## config.mk

```make
export PLATFORM = sky130hd
export DESIGN_NAME = mpeg_audio_sync_and_header_decode
export DESIGN_NICKNAME = d
export VERILOG_FILES = /design/src/masd_pkg.sv /design/src/mpeg_audio_sync_and_header_decode.sv /design/src/masd_front.sv /design/src/masd_jobq.sv /design/src/masd_div.sv /design/src/masd_back.sv
export VERILOG_INCLUDE_DIRS = /design/src /design/src/src
export SDC_FILE = /design/constraint.sdc
export NUM_CORES = 1
export LEC_CHECK = 0
export BUFFER_PORTS_ARGS = -buffer_cell sky130_fd_sc_hd__buf_2
export CAP_MARGIN = 20
export CORE_UTILIZATION = 63
export CTS_BUF_LIST = sky130_fd_sc_hd__clkbuf_4 sky130_fd_sc_hd__clkbuf_8 sky130_fd_sc_hd__clkbuf_16
export DETAILED_ROUTE_END_ITERATION = 10
export PLACE_DENSITY = 0.91
export RECOVER_POWER = 50
export SLEW_MARGIN = 15
export SYNTH_ARGS = -nofsm -noshare
export SYNTH_HDL_FRONTEND = slang
export SYNTH_SLANG_ARGS = --single-unit
export TNS_END_PERCENT = 20
```

## constraint.sdc

```tcl
create_clock -name clk -period 10.3 [get_ports clk]
set_input_delay 2.06 -clock clk [delete_from_list [all_inputs] [get_ports clk]]
set_output_delay 2.06 -clock clk [all_outputs]
set_load 0.005 [all_outputs]
```

## src/mpeg_audio_sync_and_header_decode_assert.svh

```systemverilog
// Assertion macros for the MPEG audio sync and header decoder.
`ifndef MPEG_AUDIO_SYNC_AND_HEADER_DECODE_ASSERT_SVH
`define MPEG_AUDIO_SYNC_AND_HEADER_DECODE_ASSERT_SVH

`ifndef SYNTHESIS

// Same-cycle implication, checked out of reset.
`define MASD_ASSERT_NOW(lbl, ante, cons) \
	lbl: assert property (@(posedge clk) disable iff (!arst_n) (ante) |-> (cons)) \
		else $error("masd assertion failed");

// Next-cycle implication, checked out of reset.
`define MASD_ASSERT_NEXT(lbl, ante, cons) \
	lbl: assert property (@(posedge clk) disable iff (!arst_n) (ante) |=> (cons)) \
		else $error("masd assertion failed");

`else

`define MASD_ASSERT_NOW(lbl, ante, cons)
`define MASD_ASSERT_NEXT(lbl, ante, cons)

`endif

`endif

```

## src/masd_pkg.sv

```systemverilog
// Types, constants and table functions shared by the MPEG audio header decoder.
`default_nettype none

package masd_pkg;

	localparam int unsigned SB_W   = 40;
	localparam int unsigned KBPS_W = 9;
	localparam int unsigned SR_W   = 16;
	localparam int unsigned DUR_W  = 31;
	localparam int unsigned MIN_W  = 25;
	localparam int unsigned REM_W  = 6;
	localparam int unsigned DVR_W  = 16;
	localparam int unsigned JQ_DEPTH = 2;
	localparam int unsigned JQ_AW    = 1;

	localparam logic [7:0] SYNC_BYTE = 8'hFF;
	localparam logic [2:0] SYNC_TOP  = 3'b111;
	localparam logic [1:0] VER_MPEG1 = 2'b11;
	localparam logic [1:0] VER_MPEG2 = 2'b10;
	localparam logic [1:0] LAYER_III = 2'b01;

	// Bytes over kbit/s times 1000/8 gives whole seconds.
	localparam logic [6:0] KBPS_TO_BYTES   = 7'd125;
	localparam logic [DVR_W-1:0] SECS_PER_MIN = 16'd60;

	// Whole seconds over four, times this and shifted down, gives whole minutes.
	localparam int unsigned RECIP_SHIFT = 33;
	localparam int unsigned RECIP_P_W   = RECIP_SHIFT + MIN_W;
	localparam logic [29:0] MIN_RECIP   = 30'd572662307;

	typedef struct packed {
		logic              ok;
		logic [KBPS_W-1:0] kbps;
		logic [SR_W-1:0]   sr;
	} hdr_t;

	typedef struct packed {
		logic              found;
		logic [KBPS_W-1:0] kbps;
		logic [SR_W-1:0]   sr;
		logic [SB_W-1:0]   sbytes;
	} job_t;

	typedef struct packed {
		logic              start;
		logic [SB_W-1:0]   dividend;
		logic [DVR_W-1:0]  divisor;
	} div_req_t;

	typedef struct packed {
		logic              found;
		logic [KBPS_W-1:0] kbps;
		logic [SR_W-1:0]   sr;
		logic [DUR_W-1:0]  dur;
		logic [MIN_W-1:0]  mins;
		logic [REM_W-1:0]  rem;
	} result_t;

	typedef enum logic [1:0] {
		B_IDLE,
		B_DIV_SEC,
		B_DIV_MIN,
		B_OUT
	} back_state_t;

	function automatic logic [KBPS_W-1:0] kbps_v1(input logic [3:0] idx);
		logic [KBPS_W-1:0] v;
		unique case (idx)
			4'd0:  v = 9'd0;
			4'd1:  v = 9'd32;
			4'd2:  v = 9'd40;
			4'd3:  v = 9'd48;
			4'd4:  v = 9'd56;
			4'd5:  v = 9'd64;
			4'd6:  v = 9'd80;
			4'd7:  v = 9'd96;
			4'd8:  v = 9'd112;
			4'd9:  v = 9'd128;
			4'd10: v = 9'd160;
			4'd11: v = 9'd192;
			4'd12: v = 9'd224;
			4'd13: v = 9'd256;
			4'd14: v = 9'd320;
			4'd15: v = 9'd0;
		endcase
		return v;
	endfunction

	function automatic logic [KBPS_W-1:0] kbps_v2(input logic [3:0] idx);
		logic [KBPS_W-1:0] v;
		unique case (idx)
			4'd0:  v = 9'd0;
			4'd1:  v = 9'd8;
			4'd2:  v = 9'd16;
			4'd3:  v = 9'd24;
			4'd4:  v = 9'd32;
			4'd5:  v = 9'd40;
			4'd6:  v = 9'd48;
			4'd7:  v = 9'd56;
			4'd8:  v = 9'd64;
			4'd9:  v = 9'd80;
			4'd10: v = 9'd96;
			4'd11: v = 9'd112;
			4'd12: v = 9'd128;
			4'd13: v = 9'd144;
			4'd14: v = 9'd160;
			4'd15: v = 9'd0;
		endcase
		return v;
	endfunction

	function automatic logic [SR_W-1:0] srate(input logic mpeg1, input logic [1:0] idx);
		logic [SR_W-1:0] v;
		unique case (idx)
			2'd0: v = mpeg1 ? 16'd44100 : 16'd22050;
			2'd1: v = mpeg1 ? 16'd48000 : 16'd24000;
			2'd2: v = mpeg1 ? 16'd32000 : 16'd16000;
			2'd3: v = 16'd0;
		endcase
		return v;
	endfunction

	function automatic hdr_t decode_hdr(input logic [7:0] b0, input logic [7:0] b1,
			input logic [7:0] b2);
		hdr_t h;
		logic [1:0] ver;
		logic mpeg1;
		ver   = b1[4:3];
		mpeg1 = (ver == VER_MPEG1);
		h.kbps = mpeg1 ? kbps_v1(b2[7:4]) : kbps_v2(b2[7:4]);
		h.sr   = srate(mpeg1, b2[3:2]);
		h.ok   = (b0 == SYNC_BYTE) && (b1[7:5] == SYNC_TOP) && (b1[2:1] == LAYER_III) &&
			((ver == VER_MPEG1) || (ver == VER_MPEG2)) && (h.kbps != '0);
		return h;
	endfunction

endpackage

`default_nettype wire

```

## src/mpeg_audio_sync_and_header_decode.sv

```systemverilog
// Top level of the MPEG audio frame sync search and Layer III header decoder.
`default_nettype none

// The scanner takes one stream byte per cycle and keeps doing so while a
// header is being worked out, as long as fewer than two classified results
// wait in the queue in front of the back end. Each found header keeps the
// back end busy through these steps in order: taking the queued transaction
// and starting the divider, the 40-step restoring divider that gives whole
// seconds, the reciprocal multiply that splits them into minutes and seconds,
// and the result register. A failed search goes from the idle state straight
// to the result register. The result register holds one transaction until it
// is popped; stream_bytes should only be written while the block is idle.

`include "mpeg_audio_sync_and_header_decode_assert.svh"

module mpeg_audio_sync_and_header_decode import masd_pkg::*; #(
	parameter int unsigned SCAN_WINDOW = 4096
) (
	input  wire logic             clk,
	input  wire logic             arst_n,
	input  wire logic             cfg_we,
	input  wire logic [SB_W-1:0]  cfg_wdata,
	input  wire logic             push,
	output logic                  full,
	input  wire logic [7:0]       data_byte,
	input  wire logic             last_byte,
	output logic                  empty,
	input  wire logic             pop,
	output logic                  found,
	output logic [KBPS_W-1:0]     bitrate_kbps,
	output logic [SR_W-1:0]       sample_rate_hz,
	output logic [DUR_W-1:0]      duration_sec,
	output logic [MIN_W-1:0]      duration_minutes,
	output logic [REM_W-1:0]      duration_rem_sec
);

	logic [SB_W-1:0] stream_bytes_q;
	logic            accept;
	logic            job_push;
	job_t            front_job;
	job_t            head_job;
	logic            jq_full;
	logic            jq_empty;
	logic            jq_pop;
	logic            res_valid;
	result_t         res;

	always_ff @(posedge clk or negedge arst_n) begin
		if (!arst_n) begin
			stream_bytes_q <= '0;
		end else if (cfg_we) begin
			stream_bytes_q <= cfg_wdata;
		end
	end

	assign full   = jq_full;
	assign accept = push && !jq_full;

	masd_front #(
		.SCAN_WINDOW (SCAN_WINDOW)
	) u_front (
		.clk          (clk),
		.arst_n       (arst_n),
		.stream_bytes (stream_bytes_q),
		.accept       (accept),
		.data_byte    (data_byte),
		.last_byte    (last_byte),
		.job_push     (job_push),
		.job          (front_job)
	);

	masd_jobq u_jobq (
		.clk      (clk),
		.arst_n   (arst_n),
		.push     (job_push),
		.push_job (front_job),
		.pop      (jq_pop),
		.head     (head_job),
		.full     (jq_full),
		.empty    (jq_empty)
	);

	masd_back u_back (
		.clk       (clk),
		.arst_n    (arst_n),
		.job       (head_job),
		.job_empty (jq_empty),
		.job_pop   (jq_pop),
		.res_pop   (pop),
		.res_valid (res_valid),
		.res       (res)
	);

	assign empty            = !res_valid;
	assign found            = res.found;
	assign bitrate_kbps     = res.kbps;
	assign sample_rate_hz   = res.sr;
	assign duration_sec     = res.dur;
	assign duration_minutes = res.mins;
	assign duration_rem_sec = res.rem;

	`MASD_ASSERT_NOW(a_no_push_when_full, job_push, !jq_full)
	`MASD_ASSERT_NOW(a_found_has_rate, !empty && found, bitrate_kbps != '0)
	`MASD_ASSERT_NOW(a_miss_is_zero, !empty && !found, (bitrate_kbps == '0) && (duration_sec == '0) && (sample_rate_hz == '0))
	`MASD_ASSERT_NOW(a_min_sec_split, !empty, (32'(duration_minutes) * 32'd60 + 32'(duration_rem_sec)) == 32'(duration_sec))
	`MASD_ASSERT_NEXT(a_result_holds, !empty && !pop, !empty)

endmodule

`default_nettype wire

```

## src/masd_front.sv

```systemverilog
// Byte scanner: sync search, window check and header classification.
`default_nettype none

module masd_front import masd_pkg::*; #(
	parameter int unsigned SCAN_WINDOW = 4096
) (
	input  wire logic            clk,
	input  wire logic            arst_n,
	input  wire logic [SB_W-1:0] stream_bytes,
	input  wire logic            accept,
	input  wire logic [7:0]      data_byte,
	input  wire logic            last_byte,
	output logic                 job_push,
	output job_t                 job
);

	localparam int unsigned WinW = $clog2(SCAN_WINDOW + 1);
	localparam int unsigned CmpW = WinW + 1;

	logic [7:0]      prev2_q;
	logic [7:0]      prev1_q;
	logic [WinW-1:0] pos_q;
	logic            done_q;
	logic [WinW-1:0] win;
	logic [CmpW-1:0] pos_x;
	logic [CmpW-1:0] win_x;
	logic            cand_ok;
	hdr_t            hdr;
	logic            hit;
	logic            miss;

	always_comb begin
		win = (stream_bytes < SB_W'(SCAN_WINDOW)) ? stream_bytes[WinW-1:0] :
			WinW'(SCAN_WINDOW);
		pos_x   = {1'b0, pos_q};
		win_x   = {1'b0, win};
		cand_ok = (pos_q >= WinW'(2)) && ((pos_x + CmpW'(3)) <= win_x);
		hdr     = decode_hdr(prev2_q, prev1_q, data_byte);
		hit     = !done_q && cand_ok && hdr.ok;
		miss    = !done_q && !hit && (last_byte || ((pos_x + CmpW'(4)) > win_x));
	end

	assign job_push   = accept && (hit || miss);
	assign job.found  = hit;
	assign job.kbps   = hit ? hdr.kbps : '0;
	assign job.sr     = hit ? hdr.sr : '0;
	assign job.sbytes = stream_bytes;

	always_ff @(posedge clk or negedge arst_n) begin
		if (!arst_n) begin
			prev2_q <= '0;
			prev1_q <= '0;
			pos_q   <= '0;
			done_q  <= 1'b0;
		end else if (accept) begin
			if (last_byte) begin
				prev2_q <= '0;
				prev1_q <= '0;
				pos_q   <= '0;
				done_q  <= 1'b0;
			end else if (!done_q) begin
				prev2_q <= prev1_q;
				prev1_q <= data_byte;
				pos_q   <= pos_q + WinW'(1);
				done_q  <= hit || miss;
			end
		end
	end

endmodule

`default_nettype wire

```

## src/masd_jobq.sv

```systemverilog
// Two-entry queue of classified headers between the scanner and the back end.
`default_nettype none

module masd_jobq import masd_pkg::*; (
	input  wire logic clk,
	input  wire logic arst_n,
	input  wire logic push,
	input  wire job_t push_job,
	input  wire logic pop,
	output job_t      head,
	output logic      full,
	output logic      empty
);

	job_t             mem_q [JQ_DEPTH];
	logic [JQ_AW-1:0] wr_q;
	logic [JQ_AW-1:0] rd_q;
	logic [JQ_AW:0]   cnt_q;
	logic             do_push;
	logic             do_pop;

	assign full    = (cnt_q == (JQ_AW + 1)'(JQ_DEPTH));
	assign empty   = (cnt_q == '0);
	assign do_push = push && !full;
	assign do_pop  = pop && !empty;
	assign head    = mem_q[rd_q];

	always_ff @(posedge clk) begin
		if (do_push) begin
			mem_q[wr_q] <= push_job;
		end
	end

	always_ff @(posedge clk or negedge arst_n) begin
		if (!arst_n) begin
			wr_q  <= '0;
			rd_q  <= '0;
			cnt_q <= '0;
		end else begin
			if (do_push) begin
				wr_q <= wr_q + JQ_AW'(1);
			end
			if (do_pop) begin
				rd_q <= rd_q + JQ_AW'(1);
			end
			cnt_q <= cnt_q + (JQ_AW + 1)'(do_push) - (JQ_AW + 1)'(do_pop);
		end
	end

endmodule

`default_nettype wire

```

## src/masd_div.sv

```systemverilog
// Restoring divider that produces one quotient bit per cycle.
`default_nettype none

module masd_div import masd_pkg::*; (
	input  wire logic       clk,
	input  wire logic       arst_n,
	input  wire div_req_t   req,
	output logic            done,
	output logic [SB_W-1:0] quotient
);

	localparam int unsigned CntW = $clog2(SB_W);

	logic [DVR_W-1:0] rem_q;
	logic [SB_W-1:0]  quo_q;
	logic [DVR_W-1:0] dvr_q;
	logic [CntW-1:0]  cnt_q;
	logic             busy_q;
	logic             done_q;
	logic [DVR_W:0]   shifted;
	logic [DVR_W:0]   diff;
	logic             take;

	always_comb begin
		shifted = {rem_q, quo_q[SB_W-1]};
		diff    = shifted - {1'b0, dvr_q};
		take    = (shifted >= {1'b0, dvr_q});
	end

	assign done     = done_q;
	assign quotient = quo_q;

	always_ff @(posedge clk) begin
		if (req.start) begin
			rem_q <= '0;
			quo_q <= req.dividend;
			dvr_q <= req.divisor;
		end else if (busy_q) begin
			rem_q <= take ? diff[DVR_W-1:0] : shifted[DVR_W-1:0];
			quo_q <= {quo_q[SB_W-2:0], take};
		end
	end

	always_ff @(posedge clk or negedge arst_n) begin
		if (!arst_n) begin
			cnt_q  <= '0;
			busy_q <= 1'b0;
			done_q <= 1'b0;
		end else begin
			done_q <= 1'b0;
			if (req.start) begin
				cnt_q  <= '0;
				busy_q <= 1'b1;
			end else if (busy_q) begin
				cnt_q <= cnt_q + CntW'(1);
				if (cnt_q == CntW'(SB_W - 1)) begin
					busy_q <= 1'b0;
					done_q <= 1'b1;
				end
			end
		end
	end

endmodule

`default_nettype wire

```

## src/masd_back.sv

```systemverilog
// Back end: duration computation and the result register.
`default_nettype none

module masd_back import masd_pkg::*; (
	input  wire logic clk,
	input  wire logic arst_n,
	input  wire job_t job,
	input  wire logic job_empty,
	output logic      job_pop,
	input  wire logic res_pop,
	output logic      res_valid,
	output result_t   res
);

	back_state_t          state_q;
	back_state_t          state_d;
	result_t              res_q;
	div_req_t             req;
	logic                 div_done;
	logic [SB_W-1:0]      quo;
	logic [RECIP_P_W-1:0] min_prod;
	logic [MIN_W-1:0]     mins;
	logic [REM_W-1:0]     secs_left;

	masd_div u_div (
		.clk      (clk),
		.arst_n   (arst_n),
		.req      (req),
		.done     (div_done),
		.quotient (quo)
	);

	// Minutes are the seconds over four divided by fifteen through a reciprocal.
	always_comb begin
		min_prod  = RECIP_P_W'(res_q.dur[DUR_W-1:2]) * RECIP_P_W'(MIN_RECIP);
		mins      = min_prod[RECIP_SHIFT +: MIN_W];
		secs_left = REM_W'(res_q.dur - DUR_W'(mins) * DUR_W'(SECS_PER_MIN));
	end

	always_comb begin
		state_d = state_q;
		unique case (state_q)
			B_IDLE: begin
				if (!job_empty) begin
					state_d = job.found ? B_DIV_SEC : B_OUT;
				end
			end
			B_DIV_SEC: begin
				if (div_done) begin
					state_d = B_DIV_MIN;
				end
			end
			B_DIV_MIN: begin
				state_d = B_OUT;
			end
			B_OUT: begin
				if (res_pop) begin
					state_d = B_IDLE;
				end
			end
		endcase
	end

	always_comb begin
		job_pop      = 1'b0;
		res_valid    = 1'b0;
		req.start    = 1'b0;
		req.dividend = job.sbytes;
		req.divisor  = DVR_W'(job.kbps) * DVR_W'(KBPS_TO_BYTES);
		unique case (state_q)
			B_IDLE: begin
				job_pop   = !job_empty;
				req.start = !job_empty && job.found;
			end
			B_DIV_SEC: begin
			end
			B_DIV_MIN: begin
			end
			B_OUT: begin
				res_valid = 1'b1;
			end
		endcase
	end

	assign res = res_q;

	always_ff @(posedge clk) begin
		unique case (state_q)
			B_IDLE: begin
				if (!job_empty) begin
					res_q.found <= job.found;
					res_q.kbps  <= job.kbps;
					res_q.sr    <= job.sr;
					res_q.dur   <= '0;
					res_q.mins  <= '0;
					res_q.rem   <= '0;
				end
			end
			B_DIV_SEC: begin
				if (div_done) begin
					res_q.dur <= quo[DUR_W-1:0];
				end
			end
			B_DIV_MIN: begin
				res_q.mins <= mins;
				res_q.rem  <= secs_left;
			end
			B_OUT: begin
			end
		endcase
	end

	always_ff @(posedge clk or negedge arst_n) begin
		if (!arst_n) begin
			state_q <= B_IDLE;
		end else begin
			state_q <= state_d;
		end
	end

endmodule

`default_nettype wire

```

# After elaboration in Yosys (flattened, before gate mapping)
# Memory sizes are Yosys's and may differ from the RTL's.
# Index checks and enable logic that the tools add are counted.
totals:
  input_bits: 54
  n_memories: 3
  mem_bits_ro: 176
  regBits: 244
  wordCells: 135
  ram_bits: 132
mem_list:
  columns: ["memory", "depth", "word_bits", "rd", "rd_ports_with_merged_regs", "wr", "line_no", "rtl"]
  rows:
  - ["u_jobq.mem_q", 2, 66, 1, 0, 1, "masd_jobq.sv:15", "job_t mem_q [JQ_DEPTH];"]
  - ["(name not given)", 16, 6, 1, 0, 0, "masd_pkg.sv:68", "unique case (idx)"]
  - ["(name not given)", 16, 5, 1, 0, 0, "masd_pkg.sv:91", "unique case (idx)"]
classes:
  n_mul: 3
  eq_ne: 17
  n_bitwise: 1
  magnitude_cmp: 5
  add_sub_neg: 10
  reduce_logical: 34
  muxes: 41
op_table:
  columns: ["op", "n"]
  rows:
  - ["31-bit one-hot mux with 2 select lines", 2]
  - ["40-bit two-way mux", 2]
  - ["16-bit two-way mux", 4]
  - ["16-bit one-hot mux with 4 select lines", 1]
  - ["62-bit two-way mux", 1]
  - ["29-bit by 30-bit multiplier with 58-bit output, second input constant", 1]
  - ["40-bit by 13-bit less-than comparator with 1-bit output, second input constant", 1]
  - ["13-bit two-way mux", 3]
  - ["8-bit two-way mux", 4]
  - ["31-bit two-way mux", 1]
  - ["25-bit by 4-bit multiplier with 4-bit output, second input constant", 1]
  - ["9-bit two-way mux", 2]
  - ["17-bit by 16-bit >= comparator with 1-bit output", 1]
  - ["9-bit by 7-bit multiplier with 16-bit output, second input constant", 1]
  - ["16-bit subtractor", 1]
  - ["15-bit two-way mux", 1]
  - ["13-bit by 2-bit adder with 14-bit output, second input constant", 1]
  - ["13-bit by 3-bit adder with 14-bit output, second input constant", 1]
  - ["2-bit == test, second input constant", 7]
  - ["14-bit by 13-bit greater-than comparator with 1-bit output", 1]
  - ["14-bit by 13-bit less-or-equal comparator with 1-bit output", 1]
  - ["1-bit logical AND", 14]
  - ["13-bit by 1-bit adder with 13-bit output, second input constant", 1]
  - ["13-bit by 2-bit >= comparator with 1-bit output, second input constant", 1]
  - ["22 further kinds", 57]

# Longest topological paths before layout
# Gate-level depths: netlist of run 1.
logic_depth:
  word_depth: 14
  mapped_depth: 32
  mapped_depth_nobuf: 32

# Cells and area by module
# Synthesis of run 1 repeated with hierarchy kept, for this count alone.
hier_totals:
  cells_unflattened: 2305
  hier_area_um2: 27410.0
modules_own_cells:
  columns: ["mod", "cells_each", "seq_area_each_um2", "area_per_inst_um2", "n_inst"]
  rows:
  - ["masd_back", 1214, 2692.6, 13262.7, 1]
  - ["masd_jobq", 223, 4063.9, 5073.6, 1]
  - ["masd_div", 373, 2202.1, 4242.8, 1]
  - ["masd_front", 409, 750.7, 3324.4, 1]
  - ["mpeg_audio_sync_and_header_decode", 86, 1001.0, 1506.4, 1]

# Worst setup path after synthesis of run 1
# Ideal clock, no wire load.
synth_timing:
  path_type: "register to register"
  start: "register u_back.res_q (netlist bit u_back.res[51])"
  end: "register u_back.res_q (netlist bit u_back.res[5]), data pin"
  arrival_ps: 7265
  setup_time_ps: 255
  required_ps: 10045
  period_less_slack_ps: 7520
  stages_incl_launch_ff: 30
  setup_slack_ps: 2780
  cell_sequence: "edfxtp_1 inv_1 ha_1 fa_1 inv_1 ha_1 inv_1 fa_1 fa_1 fa_1 inv_1 fa_1 fa_1 ha_1 and4_1 a221o_1 a221oi_1 o21a_1 o31a_1 o41ai_1 xor2_1 ha_1 ha_1 ha_1 inv_1 ha_1 a21oi_1 xnor2_1 xnor2_1 and2_1"
synth_between:
  elab_chain_cells: 4
synth_rtl:
  columns: ["item", "line_no", "rtl"]
  rows:
  - ["start: declaration", "masd_back.sv:17", "result_t res_q;"]
  - ["29-bit by 30-bit multiplier with 58-bit output", "masd_back.sv:35", "min_prod = RECIP_P_W'(res_q.dur[DUR_W-1:2]) * RECIP_P_W'(MIN_RECIP);"]
  - ["named net u_back.min_prod[33]", "masd_back.sv:21", "logic [RECIP_P_W-1:0] min_prod;"]
  - ["25-bit by 4-bit multiplier with 4-bit output", "masd_back.sv:37", "secs_left = REM_W'(res_q.dur - DUR_W'(mins) * DUR_W'(SECS_PER_MIN));"]
  - ["6-bit subtractor", "masd_back.sv:37", null]
  - ["31-bit one-hot mux with 2 select lines", "masd_back.sv:88", "unique case (state_q)"]
# The timed path passes the listed nets, and every way through them passes these cells.
# A chain may end at the register's enable or synchronous reset.

# Worst setup path after layout of run 1
# Ends and elaborated chain as after synthesis.

==> results of run 1 <==
==> Yosys cell counts, drive strengths merged (11+ instances only) <==
cell type  instances  area share, %
nor2             124            1.8
o21ai             44           0.87
a21o              53            1.6
clkbuf            49           0.73
nand2b            15           0.37
nand3             28           0.56
dfxtp             16            1.3
mux2              57            2.5
xnor2             47            1.6
a22o              18           0.62
ha               374             19
nor2b             11           0.27
buf               24           0.63
fa               142             11
edfxtp           252             30
a21oi            131            2.7
dfrtp             84            8.3
nand4             32           0.82
nand2             71            1.1
xor2              34            1.2
inv              311            4.6
mux2i             66            2.6
and2              61            1.5
nor4              14           0.37
==> final timing paths <==
kind	from	end	depth (start not counted)
worst max-delay path	u_back.res[51]	u_back.res[5]	29
max in group asynchronous	arst_n	stream_bytes_q[3]	3
min in group asynchronous	arst_n	stream_bytes_q[33]	1
worst max register to register	u_back.res[51]	u_back.res[5]	29
worst min register to register	u_back.u_div.rem_q[15]	u_back.u_div.rem_q[15]	2
worst min-delay path	u_back.u_div.rem_q[15]	u_back.u_div.rem_q[15]	2
==> state kept, by name, summed over array words and instances (netlist names), 2 cells and up <==
register               flops
u_back.res                81
stream_bytes_q            40
u_back.u_div.dvr_q        13
u_front.prev2_q            8
u_front.pos_q             13
u_back.u_div.rem_q        16
u_jobq.cnt_q               2
u_back.state_q             2
u_front.prev1_q            8
u_jobq.mem_q             118
u_back.u_div.cnt_q         6
u_back.u_div.quotient     40
==> metrics by stage <==
stage	setup slack (ns)	hold slack [ns]	utilization (%)	cell area [um2]	std cells
final	2.19	0.489	70.6	27600	2853
after global routing	1.75	0.508	70.6	27600	2852
after CTS	2.24	0.490	70.6	27600	2850
after detailed placement	2.25	0.480	67.4	26300	2782
after global placement	2.42	0.460	67.4	26300	2782
after floorplan	2.78	0.450	-	25200	2188
==> critical path, delay by kind of cell (launching register included) <==
kind                       cells  cell delay, ns
and+or+nand+nor                2            0.40
buffers and inverters          5            0.31
DFF                            1            0.50
xor gates and xnor gates       3            0.41
adders and majority gates     13            5.03
AOI/OAI and AO/OA              6            1.17
==> layer usage <==
metal / wire [um] / vias up / track usage, %
met2: 29100 / 658 / 50.4
met5: 46 / - / 0
li1: - / 7822 / -
met3: 4200 / 152 / 5.95
met4: 2180 / 6 / 11.7
met1: 23800 / 8363 / 37.3
==> layout by cell type, fill, tap and decap left out, types with 13 or more instances in the layout <==
master     synthesis  final
nand3_1           28     28
clkbuf_16          0     39
edfxtp_1         252    252
dfxtp_1           16     16
o21ai_0           40     41
a22o_1            18     18
and2_0             1     24
nand2b_1          15     15
dfrtp_1           84     83
xnor2_1           47     47
mux2_2            57     51
ha_1             374    374
nand4_1           31     31
nor2_1           124    123
nor4_1            13     13
fa_1             142    142
inv_1            310    310
mux2i_1           66     66
nand2_1           71     71
buf_2              7    134
a21o_1            53     53
xor2_1            34     34
and2_1            60     36
a21oi_1          127    127
==> cell type report <==
class	count	area, um2
diodes	2	5.00
clock buffers	49	1060
clock inverters	19	208
fillers	2590	11500
inverters	311	1170
multi-input cells	1452	13800
flip-flops and latches	352	9990
well taps	518	648
repair buffers	150	753
==> cell families after synthesis <==
group | share of synthesized area [%]
adder cells (fa/ha/maj) | 29.8
AND/OR/NAND/NOR | 7.87
multiplexers | 5.16
AO/OA/AOI/OAI | 8.72
other | 0.0149
flip-flops | 39.6
buffers and inverters | 5.99
XOR/XNOR | 2.81
==> results.sh, run 1 <==
export IMPL_initial_utilization_pct=64.5
export IMPL_die_w_um=202
export IMPL_grt_max_degree=103
export IMPL_yosysSeqAreaShare_pct=39.6
export IMPL_final_nets=2874
export IMPL_tritoncts="yes"
export IMPL_setup_viol=0
export IMPL_syn_instance_count=2183
export IMPL_io_buffers=137
export IMPL_ys_flop_type="edfxtp_1"
export IMPL_synth_edff_count=252
export IMPL_post_route_period_util_pct=78.7
export IMPL_yosys_warnings=0
export IMPL_num_vias=17000
export IMPL_hold_buffers=0
export IMPL_clk_insertion_delay_late_ns=0.57
export IMPL_post_cts_buffers=0
export IMPL_dieHeight_um=202
export IMPL_cts_max_level=2
export IMPL_drt_pass1_iterations=5
export IMPL_r2r_slack_ns=2.19
export IMPL_fmax_mhz=123
export IMPL_grt_overflow=0
export IMPL_crit_fanout=6
export IMPL_row_count=72
export IMPL_syn_to_final_growth_pct=9.38
export IMPL_cts_clk_slew_worst_paths_ns=0.06
export IMPL_remaining_drc_errors=0
export IMPL_initialDrtViolationCount=1148
export IMPL_rsz0062_at_grt="false"
export IMPL_cts_resized=0
export IMPL_syn_cell_area_um2=25200
export IMPL_vias_per_cell=5.96
export IMPL_synthDistinctLibCells=83
export IMPL_required_ns=10.61
export IMPL_cts_root_buffer="clkbuf_16"
export IMPL_cts_sinks=352
export IMPL_synth_seq_cells=352
export IMPL_drive_gt1_share_pct=12.5
export IMPL_worstPathArrival_ns=8.42
export IMPL_cts_max_path_buffers=3
export IMPL_antenna_found_initial=4
export IMPL_hold_viol=0
export IMPL_fin_crit_ns=8.11
export IMPL_relSlewSlack_pct=-175
export IMPL_grt_usage_pct=29.7
export IMPL_worstMarginPinSlew_ns=4.13
export IMPL_hold_class="register to register"
export IMPL_finalSetupTns_ns=0
export IMPL_cts_made_buffers=37
export IMPL_post_drt_wl_per_cell_um=20.8
export IMPL_dp_hpwl_mm=44.2
export IMPL_synth_area_per_cell_um2=11.6
export IMPL_grt_pass1_wl_mm=94.1
export IMPL_finalWirelength_mm=59.4
export IMPL_end_kind="register"
export IMPL_ios=144
export IMPL_die_area_um2=40800
export IMPL_coreArea_um2=39100
export IMPL_cp_common_cell="ha_1"
export IMPL_grt_pass1_vias=17800
export IMPL_maxSlewViolCount=225
export IMPL_fin_skew_ns=0.0255
export IMPL_async_flop_share_pct=23.9
export IMPL_critPathSlowestCell="fa_1"
export IMPL_critPathKind="register to register"
export IMPL_drv_cap=6
export IMPL_crit_path_max_incr_delay_ns=0.59
export IMPL_gp_congestion=0.970
export IMPL_start_kind="register"
export IMPL_outcome="finished, violations left"
export IMPL_violations="max-capacitance violations, max-slew violations"
export IMPL_drtAntennaViolNets=0
Power of run 1 is left out: the tool's default activity adds up to more than one toggle a clock period on the data nets, which glitch-free logic cannot reach.
==> run 2: changes to the inputs <==
clock period = 7.5 ns   (was 10.3 ns; I/O delays follow)
==> results.sh, run 2 (synthesized netlist as in run 1, its figures left out) <==
export IMPL_multi_input_area_um2=14000
export IMPL_worstMarginPinSlew_ns=3.42
export IMPL_clk_insertion_delay_late_ns=0.56
export IMPL_fillers=2424
export IMPL_grt_usage_pct=30.4
export IMPL_final_seq_area_um2=9990
export IMPL_violations="max-capacitance violations, max-slew violations"
export IMPL_cts_root_buffer="clkbuf_16"
export IMPL_end_kind="register"
export IMPL_grt_max_degree=103
export IMPL_fin_skew_ns=0.0214
export IMPL_drtAntennaViolNets=0
export IMPL_largest_reg_flops=118
export IMPL_grt_pass1_vias=18500
export IMPL_dieHeight_um=202
export IMPL_coreArea_um2=39100
export IMPL_tritoncts="yes"
export IMPL_row_count=72
export IMPL_cts_sinks=352
export IMPL_design_area_um2=28600
export IMPL_grt_pass1_wl_mm=97.3
export IMPL_worstPathArrival_ns=7.70
export IMPL_cts_clk_slew_worst_paths_ns=0.06
export IMPL_vias_per_cell=5.97
export IMPL_start_kind="register"
export IMPL_cts_made_buffers=37
export IMPL_hold_buffers=0
export IMPL_top_register="u_jobq.mem_q"
export IMPL_remaining_drc_errors=0
export IMPL_antenna_found_initial=1
export IMPL_maxSlewViolCount=170
export IMPL_critPathSlowestCell="fa_1"
export IMPL_fin_crit_ns=7.38
export IMPL_final_cell_mix="ha_1 (359), inv_1 (300), edfxtp_1 (252)"
export IMPL_gp_congestion=0.954
export IMPL_finalWirelength_mm=61.8
export IMPL_die_w_um=202
export IMPL_path_delay_family="adder cells"
export IMPL_drv_cap=4
export IMPL_final_common_cell="ha_1"
export IMPL_drt_pass1_iterations=6
export IMPL_crit_buf_inv=6
export IMPL_grt_overflow=0
export IMPL_setup_viol=0
export IMPL_cts_max_level=2
export IMPL_dp_hpwl_mm=44.6
export IMPL_crit_fanout=3
export IMPL_final_nets=2958
export IMPL_io_buffers=137
export IMPL_fmax_mhz=136
export IMPL_dpl_cell_area_um2=26900
export IMPL_relSlewSlack_pct=-128
export IMPL_crit_path_max_incr_delay_ns=0.55
export IMPL_drive_gt1_share_pct=17.1
export IMPL_syn_to_final_growth_pct=13.5
export IMPL_outcome="finished, violations left"
export IMPL_num_vias=17500
export IMPL_hold_viol=0
export IMPL_post_drt_wl_per_cell_um=21.1
export IMPL_initialDrtViolationCount=1336
export IMPL_critPathKind="register to register"
export IMPL_die_area_um2=40800
export IMPL_rsz0062_at_grt="true"
export IMPL_ios=144
export IMPL_post_route_period_util_pct=98.4
export IMPL_cts_max_path_buffers=3
export IMPL_initial_utilization_pct=64.5
export IMPL_hold_class="register to register"
export IMPL_required_ns=7.82
==> run 2: changes by cell type in the layout (fill, tap and decap cells not counted), moves of 5 or more <==
cell	change
buf_2	-7
buf_4	+81
clkbuf_1	+5
clkinv_2	-7
ha_1	-15
ha_4	+14
inv_1	-10
inv_2	+10
==> run 2: path summary, 6_finish.rpt <==
check,from,end,slack [ns],depth (start not counted)
worst max-delay path,u_back.res[51],u_back.res[5],0.12,30
worst min-delay path,u_back.u_div.rem_q[15],u_back.u_div.rem_q[15],0.50,2
worst max register to register,u_back.res[51],u_back.res[5],0.12,30
worst min register to register,u_back.u_div.rem_q[15],u_back.u_div.rem_q[15],0.50,2
max in group asynchronous,arst_n,u_front.pos_q[3],2.23,3
min in group asynchronous,arst_n,stream_bytes_q[37],0.86,1
==> run 2: cell type report <==
class | instances | area share (%)
Timing Repair Buffer | 234 | 4.95
Clock buffer | 54 | 3.83
Antenna cell | 1 | 0.00874
Tap cell | 518 | 2.26
Clock inverter | 14 | 0.970
Sequential cell | 352 | 34.9
Inverter | 311 | 4.08
Multi-Input combinational cell | 1452 | 49.0
==> run 2: stage by stage <==
| stage | setup TNS [ns] | utilization, % | setup WS [ns] | instances | hold WS, ns |
|---|---|---|---|---|---|
| 3_3_place_gp | -0.0957 | 68.8 | -0.0957 | 2853 | 0.459 |
| 3_5_place_dp | -0.271 | 68.8 | -0.209 | 2853 | 0.480 |
| 6_report | 0 | 73.2 | 0.122 | 2936 | 0.496 |
| 4_1_cts | 0 | 72.5 | 0.00429 | 2925 | 0.497 |
| 5_1_grt | -0.135 | 73.2 | -0.135 | 2935 | 0.521 |
| 2_1_floorplan | 0 | - | 0.00532 | 2188 | 0.450 |
==> run 2: repair_timing <==
| item | 4_1_cts | 5_1_grt |
|---|---|---|
| buffers inserted | 4 | 9 |
| pin swaps | 7 | 49 |
| endpoints found under the setup margin | 2 | 2 |
| endpoints found under the hold margin | 0 | 0 |
| gates resized for setup | 9 | 45 |
==> run 2: worst register-to-register path: cells and delay by family, from the launching register on <==
| family | cells | cell delay, ns |
|---|---|---|
| DFF | 1 | 0.40 |
| AOI/OAI and AO/OA | 6 | 1.15 |
| buffers and inverters | 6 | 0.38 |
| and+or+nand+nor | 2 | 0.32 |
| adders and majority gates | 13 | 4.47 |
| xor gates and xnor gates | 3 | 0.43 |
==> run 2: per-layer routing <==
| layer | part of all wire (%) | up-vias | track usage, % | routed length, um |
|---|---|---|---|---|
| met5 | 0.021 | - | 0 | 13 |
| met4 | 3.9 | 2 | 11.7 | 2420 |
| met3 | 5.7 | 181 | 4.35 | 3540 |
| met2 | 50 | 730 | 53.1 | 31000 |
| met1 | 40 | 8615 | 38.4 | 24900 |
| li1 | - | 7987 | - | - |
Power of run 2 is left out for the same reason.
